<file path="src/rtl/blr_pkg.sv">
// Shared constants and types of the bitmap label rasteriser.
`timescale 1ns / 1ps
`default_nettype none
package blr_pkg;

	localparam int GLYPH_ROWS    = 7;
	localparam int GLYPH_COLS    = 5;
	localparam int GLYPH_BITS    = GLYPH_ROWS * GLYPH_COLS;
	localparam int MAX_CHARS_DEF = 32;
	localparam int COORD_W       = 16;
	localparam int SCALE_W       = 8;
	localparam int COLOR_W       = 24;
	localparam int CODE_W        = 8;
	localparam int CFG_IDX_W     = 2;
	localparam int CFG_DATA_W    = 24;
	localparam int ADVANCE_COLS  = 6;

	typedef logic [GLYPH_BITS-1:0] glyph_mask_t;

	typedef enum logic [CFG_IDX_W-1:0] {
		CFG_ORIGIN_X    = 2'd0,
		CFG_ORIGIN_Y    = 2'd1,
		CFG_PIXEL_SCALE = 2'd2,
		CFG_INK_COLOR   = 2'd3
	} cfg_index_t;

endpackage
`default_nettype wire

</file>
<file path="src/rtl/blr_glyph_rom.sv">
// Character code to 5x7 glyph bitmap lookup, top row in the most significant bits.
`timescale 1ns / 1ps
`default_nettype none
module blr_glyph_rom (
	input  wire logic [blr_pkg::CODE_W-1:0] code,
	output blr_pkg::glyph_mask_t            mask
);
	import blr_pkg::*;

	always_comb begin
		case (code)
			8'h41: mask = {5'h0e, 5'h11, 5'h11, 5'h1f, 5'h11, 5'h11, 5'h11}; // A
			8'h42: mask = {5'h1e, 5'h11, 5'h11, 5'h1e, 5'h11, 5'h11, 5'h1e}; // B
			8'h43: mask = {5'h0f, 5'h10, 5'h10, 5'h10, 5'h10, 5'h10, 5'h0f}; // C
			8'h44: mask = {5'h1e, 5'h11, 5'h11, 5'h11, 5'h11, 5'h11, 5'h1e}; // D
			8'h45: mask = {5'h1f, 5'h10, 5'h10, 5'h1e, 5'h10, 5'h10, 5'h1f}; // E
			8'h47: mask = {5'h0f, 5'h10, 5'h10, 5'h17, 5'h11, 5'h11, 5'h0f}; // G
			8'h48: mask = {5'h11, 5'h11, 5'h11, 5'h1f, 5'h11, 5'h11, 5'h11}; // H
			8'h49: mask = {5'h1f, 5'h04, 5'h04, 5'h04, 5'h04, 5'h04, 5'h1f}; // I
			8'h4d: mask = {5'h11, 5'h1b, 5'h15, 5'h15, 5'h11, 5'h11, 5'h11}; // M
			8'h4e: mask = {5'h11, 5'h19, 5'h15, 5'h13, 5'h11, 5'h11, 5'h11}; // N
			8'h4f: mask = {5'h0e, 5'h11, 5'h11, 5'h11, 5'h11, 5'h11, 5'h0e}; // O
			8'h50: mask = {5'h1e, 5'h11, 5'h11, 5'h1e, 5'h10, 5'h10, 5'h10}; // P
			8'h52: mask = {5'h1e, 5'h11, 5'h11, 5'h1e, 5'h14, 5'h12, 5'h11}; // R
			8'h53: mask = {5'h0f, 5'h10, 5'h10, 5'h0e, 5'h01, 5'h01, 5'h1e}; // S
			8'h54: mask = {5'h1f, 5'h04, 5'h04, 5'h04, 5'h04, 5'h04, 5'h04}; // T
			8'h55: mask = {5'h11, 5'h11, 5'h11, 5'h11, 5'h11, 5'h11, 5'h0e}; // U
			8'h56: mask = {5'h11, 5'h11, 5'h11, 5'h11, 5'h11, 5'h0a, 5'h04}; // V
			8'h5a: mask = {5'h1f, 5'h01, 5'h02, 5'h04, 5'h08, 5'h10, 5'h1f}; // Z
			default: mask = '0;
		endcase
	end

endmodule
`default_nettype wire

</file>
<file path="src/rtl/bitmap_label_rasterizer.sv">
// Top level of the bitmap label rasteriser: glyph scan sequencer and stream ports.
`timescale 1ns / 1ps
`default_nettype none
// Each input transaction carries one character code, with tuser marking the start of a
// new label. A known glyph is scanned one pixel position per cycle, while the output is not
// stalled, over its 7 rows by 5 columns, and every lit pixel leaves as one square fill
// command; the final square of a character carries tlast. With a non-zero scale and the
// label under its character limit, a character is taken in the idle state, scanned in 35
// steps that wait whenever the output is stalled, and then the cursor moves on; otherwise
// the block stays idle after taking it. The scan uses one shared 16-bit adder, which steps
// the column and row offsets and then the cursor. The input is ready only between characters.
module bitmap_label_rasterizer #(
	parameter int MAX_CHARS = blr_pkg::MAX_CHARS_DEF
) (
	input  wire logic                            clk,
	input  wire logic                            arst_n,
	// Configuration write channel
	input  wire logic                            cfg_valid,
	output logic                                 cfg_ready,
	input  wire logic [blr_pkg::CFG_IDX_W-1:0]   cfg_index,
	input  wire logic [blr_pkg::CFG_DATA_W-1:0]  cfg_data,
	// Character input
	input  wire logic                            s_axis_tvalid,
	output logic                                 s_axis_tready,
	input  wire logic [blr_pkg::CODE_W-1:0]      s_axis_tdata,  // [7:0] char_code
	input  wire logic                            s_axis_tuser,  // [0] label_start
	// Square fill commands
	output logic                                 m_axis_tvalid,
	input  wire logic                            m_axis_tready,
	output logic [63:0]                          m_axis_tdata,  // [15:0] square_x,
	                                                            // [31:16] square_y,
	                                                            // [39:32] square_side,
	                                                            // [63:40] square_color
	output logic                                 m_axis_tlast   // last_of_char
);
	import blr_pkg::*;

	localparam int CNT_W = $clog2(MAX_CHARS + 1);
	localparam int COL_W = $clog2(GLYPH_COLS);
	localparam int ROW_W = $clog2(GLYPH_ROWS);

	typedef enum logic [1:0] {
		ST_IDLE,
		ST_SCAN,
		ST_ADV
	} state_t;

	state_t               state_q;
	logic [COORD_W-1:0]   origin_x_q, origin_y_q;
	logic [SCALE_W-1:0]   scale_q;
	logic [COLOR_W-1:0]   color_q;
	logic [COORD_W-1:0]   cursor_q;
	logic [CNT_W-1:0]     count_q;
	logic [COORD_W-1:0]   x_q, y_q;
	logic [COL_W-1:0]     col_q;
	logic [ROW_W-1:0]     row_q;
	glyph_mask_t          mask_q;
	logic                 out_valid_q;
	logic [COORD_W-1:0]   out_x_q, out_y_q;
	logic [SCALE_W-1:0]   out_side_q;
	logic [COLOR_W-1:0]   out_color_q;
	logic                 out_last_q;

	glyph_mask_t          glyph_mask;
	logic                 in_fire;
	logic [CNT_W-1:0]     count_base;
	logic                 char_active;
	logic                 step;
	logic                 emit;
	logic                 row_end;
	logic [COORD_W-1:0]   add_a, add_b, add_sum;
	logic [COORD_W-1:0]   scale_ext, scale_x6;

	blr_glyph_rom u_glyph_rom (
		.code (s_axis_tdata),
		.mask (glyph_mask)
	);

	assign cfg_ready     = 1'b1;
	assign s_axis_tready = (state_q == ST_IDLE);
	assign in_fire       = s_axis_tvalid && s_axis_tready;
	assign count_base    = s_axis_tuser ? '0 : count_q;
	assign char_active   = (count_base < CNT_W'(MAX_CHARS));

	// A scan step goes ahead only when the output register is free or being emptied.
	assign step    = (state_q == ST_SCAN) && (!out_valid_q || m_axis_tready);
	assign emit    = step && mask_q[GLYPH_BITS-1];
	assign row_end = (col_q == COL_W'(GLYPH_COLS - 1));

	// Shared adder: column step on x, row step on y, cursor advance at the end.
	assign scale_ext = COORD_W'(scale_q);
	assign scale_x6  = (scale_ext << 2) + (scale_ext << 1);
	always_comb begin
		add_a = x_q;
		add_b = scale_ext;
		case (state_q)
			ST_SCAN: begin
				if (row_end) begin
					add_a = y_q;
				end
			end
			ST_ADV: begin
				add_a = cursor_q;
				add_b = scale_x6;
			end
			default: begin
				add_a = x_q;
			end
		endcase
	end
	assign add_sum = add_a + add_b;

	always_ff @(posedge clk or negedge arst_n) begin
		if (!arst_n) begin
			state_q     <= ST_IDLE;
			origin_x_q  <= '0;
			origin_y_q  <= '0;
			scale_q     <= SCALE_W'(1);
			color_q     <= '0;
			cursor_q    <= '0;
			count_q     <= '0;
			x_q         <= '0;
			y_q         <= '0;
			col_q       <= '0;
			row_q       <= '0;
			mask_q      <= '0;
			out_valid_q <= 1'b0;
			out_x_q     <= '0;
			out_y_q     <= '0;
			out_side_q  <= '0;
			out_color_q <= '0;
			out_last_q  <= 1'b0;
		end else begin
			if (cfg_valid && cfg_ready) begin
				case (cfg_index)
					CFG_ORIGIN_X:    origin_x_q <= cfg_data[COORD_W-1:0];
					CFG_ORIGIN_Y:    origin_y_q <= cfg_data[COORD_W-1:0];
					CFG_PIXEL_SCALE: scale_q    <= cfg_data[SCALE_W-1:0];
					CFG_INK_COLOR:   color_q    <= cfg_data[COLOR_W-1:0];
					default:         color_q    <= color_q;
				endcase
			end

			if (emit) begin
				out_valid_q <= 1'b1;
			end else if (out_valid_q && m_axis_tready) begin
				out_valid_q <= 1'b0;
			end

			case (state_q)
				ST_IDLE: begin
					if (in_fire) begin
						if (s_axis_tuser) begin
							cursor_q <= origin_x_q;
						end
						if (char_active) begin
							count_q <= count_base + CNT_W'(1);
						end else begin
							count_q <= count_base;
						end
						x_q    <= s_axis_tuser ? origin_x_q : cursor_q;
						y_q    <= origin_y_q;
						col_q  <= '0;
						row_q  <= '0;
						mask_q <= glyph_mask;
						if (char_active && (scale_q != '0)) begin
							state_q <= ST_SCAN;
						end
					end
				end
				ST_SCAN: begin
					if (step) begin
						if (mask_q[GLYPH_BITS-1]) begin
							out_x_q     <= x_q;
							out_y_q     <= y_q;
							out_side_q  <= scale_q;
							out_color_q <= color_q;
							out_last_q  <= (mask_q[GLYPH_BITS-2:0] == '0);
						end
						mask_q <= mask_q << 1;
						if (row_end) begin
							col_q <= '0;
							x_q   <= cursor_q;
							y_q   <= add_sum;
							if (row_q == ROW_W'(GLYPH_ROWS - 1)) begin
								row_q   <= '0;
								state_q <= ST_ADV;
							end else begin
								row_q <= row_q + ROW_W'(1);
							end
						end else begin
							col_q <= col_q + COL_W'(1);
							x_q   <= add_sum;
						end
					end
				end
				ST_ADV: begin
					cursor_q <= add_sum;
					state_q  <= ST_IDLE;
				end
				default: begin
					state_q <= ST_IDLE;
				end
			endcase
		end
	end

	assign m_axis_tvalid = out_valid_q;
	assign m_axis_tdata  = {out_color_q, out_side_q, out_y_q, out_x_q};
	assign m_axis_tlast  = out_last_q;

	// The character count never passes the label limit.
	a_count_limit: assert property (@(posedge clk) disable iff (!arst_n)
		count_q <= CNT_W'(MAX_CHARS))
		else $error("character count beyond label limit");

	// By the cursor advance every glyph pixel has been scanned and the counters wrapped.
	a_adv_scan_done: assert property (@(posedge clk) disable iff (!arst_n)
		(state_q == ST_ADV) |-> (mask_q == '0 && col_q == '0 && row_q == '0))
		else $error("cursor advance before glyph scan complete");

	// A stalled output is never overwritten by the scan.
	a_no_overwrite: assert property (@(posedge clk) disable iff (!arst_n)
		(out_valid_q && !m_axis_tready) |=> (out_valid_q && $stable(out_x_q)
			&& $stable(out_y_q) && $stable(out_last_q)))
		else $error("pending square overwritten");

endmodule
`default_nettype wire

</file>
<file path="config.mk">
export PLATFORM = sky130hd
export DESIGN_NAME = bitmap_label_rasterizer
export DESIGN_NICKNAME = d
export VERILOG_FILES = /design/src/rtl/blr_pkg.sv /design/src/rtl/blr_glyph_rom.sv /design/src/rtl/bitmap_label_rasterizer.sv
export SDC_FILE = /design/constraint.sdc
export NUM_CORES = 1
export LEC_CHECK = 0
export ABC_CLOCK_PERIOD_IN_PS = 3400
export BUFFER_PORTS_ARGS = -buffer_cell sky130_fd_sc_hd__buf_2
export CORE_MARGIN = 8
export CORE_UTILIZATION = 54
export CTS_CLUSTER_SIZE = 16
export DETAILED_ROUTE_END_ITERATION = 8
export GPL_TIMING_DRIVEN = 0
export PLACE_DENSITY = 0.76
export SLEW_MARGIN = 40
export SYNTH_ARGS = -nofsm -noshare
export SYNTH_HDL_FRONTEND = slang
export SYNTH_SLANG_ARGS = --single-unit
</file>
<file path="constraint.sdc">
create_clock -name clk -period 3.4 [get_ports clk]
set_input_delay 0.17 -clock clk [delete_from_list [all_inputs] [get_ports clk]]
set_output_delay 0.17 -clock clk [all_outputs]
set_load 0.02 [all_outputs]
</file>
# After elaboration in Yosys (flattened, before gate mapping)
# Index checks and enable logic that the tools add are counted.
# Widths: inputs -> output; s select.
[op_classes]
muxes = 35
n_lt_le_gt_ge = 1
multipliers = 0
n_addsub = 5
n_bitwise = 0
shifts = 0
n_div = 0
eq_ne = 30
n_reduce_logical = 24
[op_table]
columns = ["op", "n"]
rows = [
  ["$pmux 35 s18", 1],
  ["$eq 8x7->1 const B", 18],
  ["$mux 16", 9],
  ["$pmux 16 s2", 4],
  ["$mux 35", 2],
  ["$pmux 35 s2", 1],
  ["$logic_not 34->1", 1],
  ["$mux 3", 6],
  ["$add 16x16->16", 1],
  ["$mux 6", 2],
  ["$pmux 3 s2", 2],
  ["$reduce_and 2->1", 6],
  ["$add 10x9->11", 1],
  ["$mux 2", 5],
  ["$reduce_bool 8->1", 1],
  ["$add 3x1->3 const B", 2],
  ["$add 6x1->6 const B", 1],
  ["$eq 2x2->1 const B", 3],
  ["$eq 3x3->1 const B", 2],
  ["$lt 6x6->1 const B", 1],
  ["$ne 2x1->1 const B", 3],
  ["$reduce_and 3->1", 2],
  ["$reduce_bool 2->1", 3],
  ["$logic_and 1x1->1", 5],
  ["other kinds (9)", 13],
]
[totals]
mem_bits_rw = 0
register_bits = 227
inputBits = 40
n_memories = 0
rom_bits = 0
latch_bits = 0
output_inout_bits = 68
word_cells = 113

# Logic depth before layout (Yosys ltp)
# Gate-level depths: netlist of run 1.
[logic_depth]
depth_word = 7
mapped_depth = 18

# Cells and area by module
# A second synthesis of run 1 with hierarchy kept.
[unflattened]
hier_cells = 1265
area_unflattened_um2 = 12579.6
[modules_own_cells]
columns = ["mod", "cells_per_inst", "area_each_um2", "n_inst"]
rows = [
  ["bitmap_label_rasterizer", 1073, 11434.7, 1],
  ["blr_glyph_rom", 192, 1144.8, 1],
]

# Worst setup path after synthesis of run 1
# Ideal clock, no wire load.
[synth_path]
path_kind = "register -> register"
start = "reg state_q[0]"
end = "reg cursor_q[12]"
path_buffers = 2
required_time_ps = 3306
path_stages_with_launch = 19
slack_ps = -16
period_less_slack_ps = 3416
t_arrival_ps = 3322
path_cell_list = "dfrtp_1 inv_1 ha_1 and3_1 clkbuf_2 buf_2 a22oi_1 nor2_1 a221o_1 ha_1 inv_1 fa_1 nand2b_1 a21oi_1 o311a_1 o211ai_1 xor2_1 nor2_1 a211oi_1"
[synth_between]
elab_chain_cells = 4
[synth_rtl]
columns = ["item", "line", "rtl"]
rows = [
  ["start: declaration", "bitmap_label_rasterizer.sv:48", "state_t state_q;"],
  ["start signal: assignment", "bitmap_label_rasterizer.sv:115", "state_q <= ST_IDLE;"],
  ["start signal: assignment", "bitmap_label_rasterizer.sv:167", "state_q <= ST_SCAN;"],
  ["start signal: assignment", "bitmap_label_rasterizer.sv:187", "state_q <= ST_ADV;"],
  ["$eq 2x2->1 (tied with other cells)", "bitmap_label_rasterizer.sv:96, bitmap_label_rasterizer.sv:150", ""],
  ["$pmux 16 s2 (tied with other cells)", "bitmap_label_rasterizer.sv:96", "case (state_q)"],
  ["$add 16x16->16 / $ne 2x1->1 (equally long branches)", "--", ""],
  ["$pmux 16 s2 / $reduce_and 2->1 (equally long branches)", "--", ""],
  ["end signal: assignment", "bitmap_label_rasterizer.sv:154", "cursor_q <= origin_x_q;"],
  ["end signal: assignment", "bitmap_label_rasterizer.sv:198", "cursor_q <= add_sum;"],
  ["end: declaration", "bitmap_label_rasterizer.sv:52", "logic [COORD_W-1:0] cursor_q;"],
]
# Several ways; a longest one is shown, not always the timed one.
# A chain may end at the register's enable or synchronous reset.

# Final worst setup path of run 1
[layout_path]
start = "reg state_q[1]"
end = "reg y_q[12]"
[layout_between]
elab_chain_cells = 6
[layout_rtl]
columns = ["item", "line", "rtl"]
rows = [
  ["$eq 2x2->1 / $eq 2x1->1 (equally long branches)", "bitmap_label_rasterizer.sv:96, bitmap_label_rasterizer.sv:86, bitmap_label_rasterizer.sv:150", ""],
  ["$pmux 16 s2 / $mux 16 (equally long branches)", "bitmap_label_rasterizer.sv:96", ""],
  ["$add 16x16->16", "bitmap_label_rasterizer.sv:111", "assign add_sum = add_a + add_b;"],
  ["$mux 16", "bitmap_label_rasterizer.sv:181", "if (row_end) begin"],
  ["$mux 16", "bitmap_label_rasterizer.sv:172", "if (step) begin"],
  ["$pmux 16 s2", "bitmap_label_rasterizer.sv:150", "case (state_q)"],
  ["end signal: assignment", "bitmap_label_rasterizer.sv:162", "y_q <= origin_y_q;"],
  ["end signal: assignment", "bitmap_label_rasterizer.sv:184", "y_q <= add_sum;"],
  ["end: declaration", "bitmap_label_rasterizer.sv:54", "logic [COORD_W-1:0] x_q, y_q;"],
]
# Several ways; a longest one is shown, not always the timed one. The select of a mux whose other input is x is not followed.

==> results of run 1 <==
==> stage by stage <==
step	utilization (%)	hold WS (ps)
after global placement	58.2	402
after global routing	66.7	84.1
final	66.7	88.8
after floorplan	-	-126
after detailed placement	58.6	71.8
after CTS	65.9	69.6
==> routing by layer <==
layer | vias up | share of wire [%] | track usage (%)
met3 | 91 | 9.5 | 5.85
met2 | 541 | 44 | 43.2
li1 | 5092 | - | -
met4 | 0 | 3.5 | 8.77
met1 | 5394 | 43 | 38.9
met5 | - | 0 | 0
==> worst min-delay path, delay by kind of cell <==
family | cells | cell delay (ps)
simple gates | 2 | 310
buf+inv | 1 | 70
==> Yosys cell counts, types with 10 or more instances <==
cell type / number
a211oi_1: 10
a21o_1: 18
a21oi_1: 86
a221o_1: 21
a221oi_1: 17
a22oi_1: 14
a31oi_1: 15
buf_1: 14
buf_2: 15
clkbuf_1: 55
dfrtp_1: 226
ha_1: 29
inv_1: 24
mux2_2: 70
mux2i_1: 20
nand2_1: 292
nand2b_1: 21
nand3_1: 15
nor2_1: 118
nor2b_1: 20
nor3_1: 11
o21ai_0: 94
o22ai_1: 20
xnor2_1: 16
==> cell type report <==
| type | count | share of cell area [%] |
|---|---|---|
| Buffer | 84 | 2.63 |
| Multi-Input combinational cell | 1002 | 42.9 |
| Clock buffer | 36 | 4.94 |
| Timing Repair Buffer | 161 | 7.37 |
| Clock inverter | 10 | 0.948 |
| Tap cell | 285 | 2.39 |
| Sequential cell | 227 | 38.1 |
| Inverter | 25 | 0.671 |
==> sequential cells by signal, indices dropped and copies added, names as in the netlist <==
| signal | count |
|---|---|
| m_axis_tlast | 1 |
| count_q | 6 |
| origin_y_q | 16 |
| cursor_q | 16 |
| scale_q | 8 |
| col_q | 3 |
| out_x_q | 16 |
| m_axis_tvalid | 1 |
| state_q | 2 |
| row_q | 3 |
| color_q | 24 |
| y_q | 16 |
| x_q | 16 |
| mask_q | 35 |
| out_color_q | 24 |
| origin_x_q | 16 |
| out_y_q | 16 |
| out_side_q | 8 |
==> power by group through the flow <==
stage | sequential [mW] | combinational (mW) | clock (mW)
after CTS | 4.59 | 7.92 | 2.89
after global placement | 4.58 | 6.97 | 0
after floorplan | 4.74 | 4.60 | 0
after detailed placement | 4.62 | 7.10 | 0
after global routing | 4.76 | 9.14 | 3.00
final | 4.65 | 8.46 | 2.87
==> timing repair <==
item	4_1_cts	5_1_grt
setup endpoints to repair	38	29
resized for setup	72	44
setup buffers	21	7
hold endpoints to repair	147	0
hold buffers	25	0
pin swaps	43	33
==> worst max-delay path by stage <==
stage                          start           end  slack [ps]  cells after the start
after floorplan           state_q[0]  cursor_q[12]          50                     18
after global placement        arst_n    count_q[5]       -1740                      1
after detailed placement  state_q[0]       y_q[12]        -880                     15
after CTS                 scale_q[2]       y_q[14]        -100                     15
after global routing      scale_q[0]       y_q[15]        -320                     20
final                     state_q[1]       y_q[12]        -180                     17
==> cell families after synthesis <==
| kind of cell | after synthesis | synth area share, % |
|---|---|---|
| xor+xnor | 22 | 1.59 |
| other cells | 1 | 0.0309 |
| mux | 90 | 8.15 |
| fa+ha+maj | 32 | 3.41 |
| flops | 227 | 46.9 |
| compound gates | 342 | 18.1 |
| buf+inv | 112 | 3.73 |
| simple gates | 515 | 18.1 |
==> cell usage in the layout, fill, tap and decap left out, drive strengths merged, types with 4 or more instances in the layout <==
master / synthesis / routed
a211oi: 10 / 10
a21o: 18 / 18
a21oi: 86 / 86
a221o: 21 / 21
a221oi: 17 / 17
a22oi: 14 / 14
a31oi: 15 / 15
and2: 5 / 5
and3: 6 / 6
buf: 31 / 166
clkbuf: 56 / 90
clkinv: 0 / 4
dfrtp: 226 / 226
dlygate4sd3: 0 / 25
ha: 29 / 29
inv: 25 / 26
mux2: 70 / 70
mux2i: 20 / 20
nand2: 292 / 292
nand2b: 21 / 21
nand3: 15 / 15
nand4: 7 / 7
nor2: 118 / 118
nor2b: 20 / 20
nor3: 11 / 11
nor4: 7 / 7
o211ai: 5 / 5
o21a: 6 / 6
o21ai: 97 / 97
o22ai: 20 / 20
xnor2: 16 / 16
xor2: 6 / 6
==> summary.txt, run 1 <==
Setup path
  • Slowest cell on the critical path: o311a_4
  • CP bufs+invs: 6
  • Crit path largest cell delay: 410 ps
  • CP Launch Type: flip-flop
  • Crit-path leading delay family: compound AO/OA/AOI/OAI gates
  • R2r endpoint: y_q[12]
  • Worst-case reg-to-reg path depth: 17
  • Critical Path End Type: flip-flop
  • CP Max Fanout: 13
  • Critical Path RT: 3790 ps
  • R2r setup slk: -180 ps
  • Worst EP arrival: 3970 ps
  • Worst-path cell chain: inv_2 > ha_4 > buf_4 > buf_4 > clkinvlp_4 > a221o_1 > ha_2 > inv_2 > fa_2 > nand2b_4 > a21oi_4 > o311a_4 > o211ai_1 > xor2_1 > buf_4 > mux2i_2 > o21ai_1
  • Most used cell, CP: buf_4
  • Critical R2R Launch: state_q[1]
  • Worst Setup Path Type: flip-flop to flip-flop

Place
  • Placement Cell Area: 0.0131 mm²
  • GP Congestion: 0.971
  • Post-Place Setup Slack: -875 ps
  • Dpl hpwl: 28.5 mm
  • Placed Instances: 1734
  • PortBufs: 105

Yosys
  • Cell variety after synth: 73
  • Yosys top cell by area: dfrtp_1
  • Fraction of registers with async set/reset: 100%
  • Syn Inst Count: 1341
  • Yosys Warn Count: 0
  • Top post-synthesis cells by area: dfrtp_1, nand2_1, mux2_2, o21ai_0, nor2_1
  • Top_reg_cell synth: dfrtp_1
  • Mapped cell area: 0.0121 mm²
  • Yosys top cell area share: 46.6%
  • Post-synth EDFFs: 0
  • Number of synthesized register bits: 227
  • Mean cell area of the mapped netlist: 9.04 µm²
  • Sequential area share after synthesis: 46.9%
  • Post-synth net total: 1412

Layout
  • Area of all sequential standard cells: 0.00568 mm²
  • Ant. Diodes: 0
  • Number of fillers in the final layout: 1783
  • Multi-input logic area: 0.00640 mm²
  • Synth-to-layout area growth: 23.0%
  • Fraction of layout cells with a size suffix above 1: 22.6%
  • Post-route cell area: 0.0149 mm²
  • Post-layout net count: 1597
  • Layout Cells excl Fill: 1830

Clock tree
  • Htree depth: 1
  • Root buf cell: clkbuf_16
  • Clock Path Buffers: 3
  • Cts bufs inserted: 25
  • Num Clock Sinks: 227
  • Worst-skew pair later-pin latency: 530 ps
  • TritonCTS clock tree: done
  • Worst-path clk slew: 60 ps

Floorplan
  • DIE AREA: 0.0275 mm²
  • Effective utilization at floorplan: 54.2%
  • Chip width: 166 µm
  • IO Count: 108
  • Die height: 166 µm
  • Core area: 0.0224 mm²
  • # rows: 55

GRT
  • First-pass GRT wire length: 62.5 mm
  • Total Routing Usage GR: 28.0%
  • Antenna violations before repair: 0
  • Number of global-route vias before repair: 11100
  • Largest net degree at the start of global routing: 74
  • Gr ovfl total: 0

Detailed routing
  • DRC Markers: 0
  • Routed WL: 39.0 mm
  • Vias per cell: 6.08
  • Initial DRC Count: 1225
  • Routed Antenna Nets: 0
  • Via Count: 11100
  • Post-DR wirelength/cell: 21.3 µm
  • First-pass DRT Iterations: 6

STA
  • Least-Margin Pin Slew: 869 ps
  • Tcrit/Tclk final: 105%
  • Setup Skew: 21.7 ps
  • Fin. max-slew vios: 0
  • PnR worst setup slack: -182 ps
  • Crit path time final: 3580 ps
  • Slew Limit Headroom: 41.9%
  • Setup_tns: -1650 ps
  • Fmax: 279 MHz
  • Unrepaired setup endpoints after global routing: yes
  • Setup Viol. Count Final: 16
  • Fin. Hold Viols: 0

Power and ir drop
  • Register share of total power: 29.1%
  • Sw Ratio: 45.1%
  • Clock power share: 17.9%
  • Int Pwr: 8.77 mW
  • Overall Power: 16.0 mW
  • Psw: 7.21 mW
  • Combinational share of power: 53.0%
  • Power Dens Cells: 1070 mW/mm²
  • Leakage: 6.86 nW
  • Maximum vdd drop: 0.529 mV

Worst hold path
  • WHS Path Cells: 3
  • Worst Min Path Start: m_axis_tready
  • Min-Delay Endpoint: m_axis_tvalid
  • Min-Delay Path Class: primary input to flip-flop

Status
  • Failing checks: negative setup slack
  • Status: finished with violations

Run
  • Maxcap violations: 0
Note: power is estimated with default switching activity, not from simulation.
==> run 2: changes to the inputs <==
BUFFER_PORTS_ARGS = -buffer_cell sky130_fd_sc_hd__buf_4   (was -buffer_cell sky130_fd_sc_hd__buf_2)
CORE_ASPECT_RATIO = 1.25   (was unset)
==> run 2 against run 1 <==
The flow still finishes with violations (negative setup slack); hold slack got worse by 12 ps; utilization rose by 1.1 points; sequential power rose by 0.9%; global-route usage rose by 1.4 points; clock power fell by 16%; highest routed layer unchanged.
==> summary.txt, run 2 (same netlist as run 1, synthesis figures left out) <==
Power and ir drop
  • Int Pwr: 8.65 mW (-1.3%)
  • Maximum vdd drop: 0.617 mV (+17%)
  • Leakage: 6.90 nW (+0.63%)
  • Combinational share of power: 55.5% (+2.5 points)
  • Clock power share: 15.1% (-2.8 points)
  • Psw: 7.28 mW (+0.99%)
  • Power Dens Cells: 1060 mW/mm² (-0.89%)
  • Overall Power: 15.9 mW (-0.29%)
  • Register share of total power: 29.4% (+0.3 points)
  • Sw Ratio: 45.7% (+0.58 points)

Detailed routing
  • Post-DR wirelength/cell: 22.4 µm (+5.0%)
  • Routed Antenna Nets: 0 (unchanged)
  • Initial DRC Count: 966 (-21%)
  • Via Count: 11300 (+1.9%)
  • DRC Markers: 0 (unchanged)
  • Vias per cell: 6.19 (+1.8%)
  • First-pass DRT Iterations: 6 (unchanged)
  • Routed WL: 41.0 mm (+5.1%)

Clock tree
  • Worst-skew pair later-pin latency: 530 ps (about the same)
  • Num Clock Sinks: 227 (unchanged)
  • Htree depth: 1 (unchanged)
  • Cts bufs inserted: 23 (-8.0%)
  • Root buf cell: clkbuf_16
  • Clock Path Buffers: 3 (unchanged)
  • Worst-path clk slew: 60 ps (about the same)
  • TritonCTS clock tree: done

Setup path
  • Critical Path RT: 3810 ps (+20 ps)
  • Most used cell, CP: a21o_1
  • R2r setup slk: -360 ps (-180 ps)
  • Critical Path End Type: flip-flop
  • Worst-path cell chain: ha_4 > inv_2 > fa_2 > nor2b_1 > o21ai_1 > nand2b_1 > a21o_1 > a21o_1 > xnor2_2 > nor2_1 > ha_1 > nand4_1 > buf_4 > o21ai_4 > a31oi_4 > nand2_2 > buf_4 > xnor2_4 > a211oi_2 > a21o_1
  • Slowest cell on the critical path: dfstp_2
  • CP Launch Type: flip-flop
  • CP Max Fanout: 3 (-10)
  • Crit path largest cell delay: 560 ps (+150 ps)
  • Worst EP arrival: 4170 ps (+200 ps)
  • Worst Setup Path Type: flip-flop to flip-flop

STA
  • Tcrit/Tclk final: 111% (+5.3 points)
  • Fin. Hold Viols: 0 (unchanged)
  • Slew Limit Headroom: 40.8% (-1.0 points)
  • Crit path time final: 3760 ps (+181 ps)
  • Fin. max-slew vios: 0 (unchanged)
  • Unrepaired setup endpoints after global routing: yes
  • Setup Skew: 20.6 ps (-1.05 ps)
  • PnR worst setup slack: -363 ps (-181 ps)
  • Fmax: 266 MHz (-4.8%)
  • Setup Viol. Count Final: 20 (+4)
  • Least-Margin Pin Slew: 888 ps (+18.8 ps)

Floorplan
  • Effective utilization at floorplan: 54.8% (+0.57 points)
  • Chip width: 150 µm (-9.5%)
  • # rows: 61 (+11%)
  • Die height: 184 µm (+11%)
  • DIE AREA: 0.0275 mm² (+0.11%)
  • Core area: 0.0221 mm² (-1.0%)
  • IO Count: 108 (unchanged)

Place
  • PortBufs: 105 (unchanged)
  • GP Congestion: 0.976 (+0.46%)
  • Post-Place Setup Slack: -882 ps (-6.68 ps)
  • Dpl hpwl: 29.4 mm (+3.2%)

GRT
  • Antenna violations before repair: 0 (unchanged)
  • Total Routing Usage GR: 29.4% (+1.4 points)
  • First-pass GRT wire length: 63.6 mm (+1.7%)
  • Largest net degree at the start of global routing: 66 (-11%)
  • Number of global-route vias before repair: 11500 (+3.9%)
  • Gr ovfl total: 0 (unchanged)

Layout
  • Top reg by flops: mask_q
  • Synth-to-layout area growth: 23.8%
  • Fraction of layout cells with a size suffix above 1: 22.2% (-0.43 points)
  • Number of fillers in the final layout: 1703 (-4.5%)
  • Post-layout net count: 1605 (+0.50%)
  • Registers with the most flip-flops: mask_q x35, color_q x24, out_color_q x24
  • Commonest non-fill, non-tap cell in the layout: nand2_1
  • Commonest non-fill, non-tap cells in the layout: nand2_1, dfrtp_1, buf_4
  • Max reg flops: 35 (unchanged)

Worst hold path
  • Min-Delay Path Class: primary input to flip-flop

Run
  • Maxcap violations: 0 (unchanged)

Status
  • Failing checks: negative setup slack
  • Status: finished with violations
## run 2: cell types whose count changed in the layout (fill, tap and decap cells not counted), moves of 4 or more
cell      before  now
buf_2        117   15
buf_4         27  140
buf_6          4    9
clkbuf_1      51   56
clkbuf_4       4    0
ha_1          16   20
ha_4          11    6
## run 2: per-layer routing
metal	vias to the layer above	wire, µm	GRT usage (%)
li1	5091	-	-
met3	153	3130	4.31
met2	591	20400	50.9
met1	5498	15300	34.5
met5	-	0	0
met4	0	2190	15.7
## run 2: worst max-delay path, delay by kind of cell, from the launching register on
kind	cells	cell delay, ps
flops	1	560
simple gates	5	590
buf+inv	3	360
xor+xnor	2	310
fa+ha+maj	3	840
compound gates	7	960
## run 2: timing repair
| item | CTS | global route |
|---|---|---|
| hold endpoints to repair | 166 | 0 |
| pin swaps | 38 | 33 |
| hold buffers | 25 | 0 |
| buffers inserted | 27 | 12 |
| gates resized for setup | 64 | 46 |
| endpoints found under the setup margin | 38 | 31 |
## run 2: final timing paths
kind / start / to / depth (start not counted)
max reg2reg: scale_q[0] / y_q[11] / 20
max: scale_q[0] / y_q[11] / 20
min in group asynchronous: arst_n / out_color_q[7] / 2
max in group asynchronous: arst_n / mask_q[17] / 5
min: s_axis_tuser / count_q[5] / 4
min reg2reg: color_q[15] / out_color_q[15] / 2
## run 2: per-stage QoR
step	instances	area [µm²]	setup TNS, ps	hold slack, ps	util (%)
final	1832	15000	-4830	77.0	67.8
after global routing	1831	15000	-6980	92.6	67.8
after global placement	1729	13300	-15410	405	60.0
after detailed placement	1732	13400	-16280	100	60.4
after CTS	1820	14800	-3230	79.8	66.7
after floorplan	1341	12100	0	-126	-
## run 2: final cells by class
cell class	count	area [µm²]	area share [%]
clock buffer	35	661	4.40
buffer	83	375	2.50
inverter	25	97.6	0.650
clock inverter	4	35.0	0.233
multi-input combinational	1002	6350	42.3
timing repair buffer	172	1440	9.62
sequential	227	5680	37.9
tap	283	354	2.36
antenna	1	2.50	0.0167
## run 2: power by group through the flow
| stage | Clock (mW) | Sequential, mW | Combinational (mW) |
|---|---|---|---|
| after floorplan | 0 | 4.74 | 4.60 |
| after global placement | 0 | 4.64 | 7.13 |
| after global routing | 2.52 | 4.79 | 9.51 |
| final | 2.41 | 4.69 | 8.85 |
| after CTS | 2.42 | 4.63 | 8.11 |
| after detailed placement | 0 | 4.67 | 7.30 |
==> run 3: changes to the inputs <==
RECOVER_POWER = 100   (was unset)
==> run 3 against run 2 <==
The run ends with max-capacitance violations, max-slew violations, negative setup slack left; die area unchanged; via count up 0.26%; final cell count hardly changed; clock skew about the same; global-route usage stayed put; flip-flop and latch count is the same; combinational power hardly changed; register-to-register slack about the same; critical endpoint unchanged; largest cell class unchanged; largest power group unchanged.
==> summary.txt, run 3 (same netlist as run 1, synthesis figures left out) <==
Detailed routing
  • Routed wl met2: 20.5 mm (+0.59%)
  • Met1 wire length: 15.4 mm (+0.33%)
  • Via Count: 11400 (+0.26%)
  • Routed WL: 41.0 mm (about the same)
  • Initial DRC Count: 1007 (+4.2%)
  • Met3 WL: 2.95 mm (-5.8%)
  • Routed Antenna Nets: 0 (unchanged)
  • Highest routed layer: met4
  • First-pass DRT Iterations: 6 (unchanged)
  • DRC Markers: 0 (unchanged)
  • Post-DR wirelength/cell: 22.4 µm (about the same)
  • Vias per cell: 6.21 (+0.32%)

STA
  • Fmax: 266 MHz (about the same)
  • Fin. max-slew vios: 50 (+50)
  • Unrepaired setup endpoints after global routing: yes
  • Crit path time final: 3760 ps (-0.808 ps)
  • PnR worst setup slack: -362 ps (+0.808 ps)
  • Fin. Hold Viols: 0 (unchanged)
  • Setup Skew: 20.9 ps (+0.288 ps)
  • Setup Viol. Count Final: 20 (unchanged)
  • Least-Margin Pin Slew: 2710 ps (+1820 ps)
  • Tcrit/Tclk final: 111% (about the same)
  • Slew Limit Headroom: -80.7% (-120 points)

Place
  • GP Congestion: 0.976 (unchanged)
  • Post-Place Setup Slack: -882 ps (unchanged)
  • Dpl hpwl: 29.4 mm (unchanged)
  • PortBufs: 105 (unchanged)

Status
  • Status: finished with violations
  • Failing checks: max-capacitance violations, max-slew violations, negative setup slack

Floorplan
  • DIE AREA: 0.0275 mm² (unchanged)
  • Core area: 0.0221 mm² (unchanged)
  • Effective utilization at floorplan: 54.8% (unchanged)
  • Die height: 184 µm (unchanged)
  • # rows: 61 (unchanged)
  • Chip width: 150 µm (unchanged)
  • IO Count: 108 (unchanged)

Power and ir drop
  • Register share of total power: 29.4% (about the same)
  • Psw: 7.28 mW (about the same)
  • Leakage: 6.90 nW (about the same)
  • Int Pwr: 8.65 mW (about the same)
  • Power Dens Cells: 1060 mW/mm² (about the same)
  • Clock power share: 15.1% (about the same)
  • Sw Ratio: 45.7% (about the same)
  • Combinational share of power: 55.5% (about the same)
  • Maximum vdd drop: 0.618 mV (about the same)

Setup path
  • CP Launch Type: flip-flop
  • Critical Path End Type: flip-flop
  • CP Max Fanout: 3 (unchanged)
  • Critical Path RT: 3810 ps (about the same)
  • Worst EP arrival: 4170 ps (about the same)
  • Worst Setup Path Type: flip-flop to flip-flop

Run
  • Maxcap violations: 1 (+1)

GRT
  • Number of global-route vias before repair: 11500 (unchanged)
  • First-pass GRT wire length: 63.6 mm (unchanged)
  • Antenna violations before repair: 0 (unchanged)
  • Gr ovfl total: 0 (unchanged)
  • Total Routing Usage GR: 29.4% (unchanged)
  • Largest net degree at the start of global routing: 66 (unchanged)

Clock tree
  • Worst-path clk slew: 60 ps (about the same)
  • Cts bufs inserted: 23 (unchanged)
  • TritonCTS clock tree: done
  • Worst-skew pair later-pin latency: 530 ps (about the same)
  • Num Clock Sinks: 227 (unchanged)
  • Clock Path Buffers: 3 (unchanged)
  • Htree depth: 1 (unchanged)
  • Root buf cell: clkbuf_16

Worst hold path
  • Min-Delay Path Class: primary input to flip-flop

Layout
  • Final Util: 67.7% (about the same)
  • Commonest non-fill, non-tap cell in the layout: nand2_1
  • Registers with the most flip-flops: mask_q x35, color_q x24, out_color_q x24
  • Ant. Diodes: 0 (-1)
  • Commonest non-fill, non-tap cells in the layout: nand2_1, dfrtp_1, buf_4
  • Synth-to-layout area growth: 23.6% (about the same)
  • Top reg by flops: mask_q
  • Fraction of layout cells with a size suffix above 1: 22.1% (-0.065 points)
  • Post-layout net count: 1605 (unchanged)
  • Number of fillers in the final layout: 1705 (+0.12%)
  • Max reg flops: 35 (unchanged)
[run 3: through the flow]
step	TNS [ps]	cells	total power [mW]	instance area (µm²)	hold slack, ps
2_1_floorplan	0	1341	9.35	12100	-126
3_3_place_gp	-15410	1729	11.8	13300	405
3_5_place_dp	-16280	1732	12.0	13400	100
4_1_cts	-3230	1820	15.2	14800	79.8
5_1_grt	-16730	1831	16.8	15000	92.6
6_report	-4870	1831	15.9	15000	82.0
[run 3: power by group through the flow]
stage | Combinational [mW] | Sequential (mW) | Clock (mW)
global route | 9.51 | 4.79 | 2.52
detailed placement | 7.30 | 4.67 | 0
finish | 8.85 | 4.69 | 2.40
CTS | 8.11 | 4.63 | 2.42
floorplan | 4.60 | 4.74 | 0
global placement | 7.13 | 4.64 | 0
[run 3: layer usage]
metal / track usage, % / vias to the layer above
li1: - / 5083
met1: 34.5 / 5535
met2: 50.9 / 589
met3: 4.31 / 156
met4: 15.7 / 0
met5: 0 / -
[run 3: final timing paths]
| path | start | endpoint | slack (ps) | depth (start not counted) |
|---|---|---|---|---|
| max reg2reg | scale_q[0] | y_q[11] | -360 | 20 |
| min | s_axis_tuser | count_q[5] | 80 | 4 |
| max in group asynchronous | arst_n | mask_q[19] | 380 | 5 |
| max | scale_q[0] | y_q[11] | -360 | 20 |
| min reg2reg | color_q[15] | out_color_q[15] | 460 | 2 |
| min in group asynchronous | arst_n | out_color_q[20] | 1060 | 2 |
[run 3: cell type report]
class | count | area (µm²) | area share (%)
Multi-Input combinational cell | 1002 | 6350 | 42.4
Sequential cell | 227 | 5680 | 37.9
Timing Repair Buffer | 172 | 1430 | 9.56
Clock buffer | 35 | 661 | 4.41
Buffer | 83 | 375 | 2.50
Tap cell | 283 | 354 | 2.36
Inverter | 25 | 97.6 | 0.651
Clock inverter | 4 | 35.0 | 0.234
[run 3: critical path: stages, from the launching register on]
cell and delay, ps:
dfstp_2 560, ha_4 140, inv_2 40, fa_2 360, nor2b_1 120, o21ai_1 100, nand2b_1 120, a21o_1 130
a21o_1 180, xnor2_2 150, nor2_1 60, ha_1 340, nand4_1 180, buf_4 150, o21ai_4 50, a31oi_4 200
nand2_2 110, buf_4 170, xnor2_4 160, a211oi_2 100, a21o_1 200
[run 3: repair_timing]
action | CTS | global route
endpoints found under the hold margin | 166 | 0
hold buffers | 25 | 0
setup endpoints to repair | 38 | 31
pin swaps | 38 | 33
buffers inserted | 27 | 12
resized for setup | 64 | 46
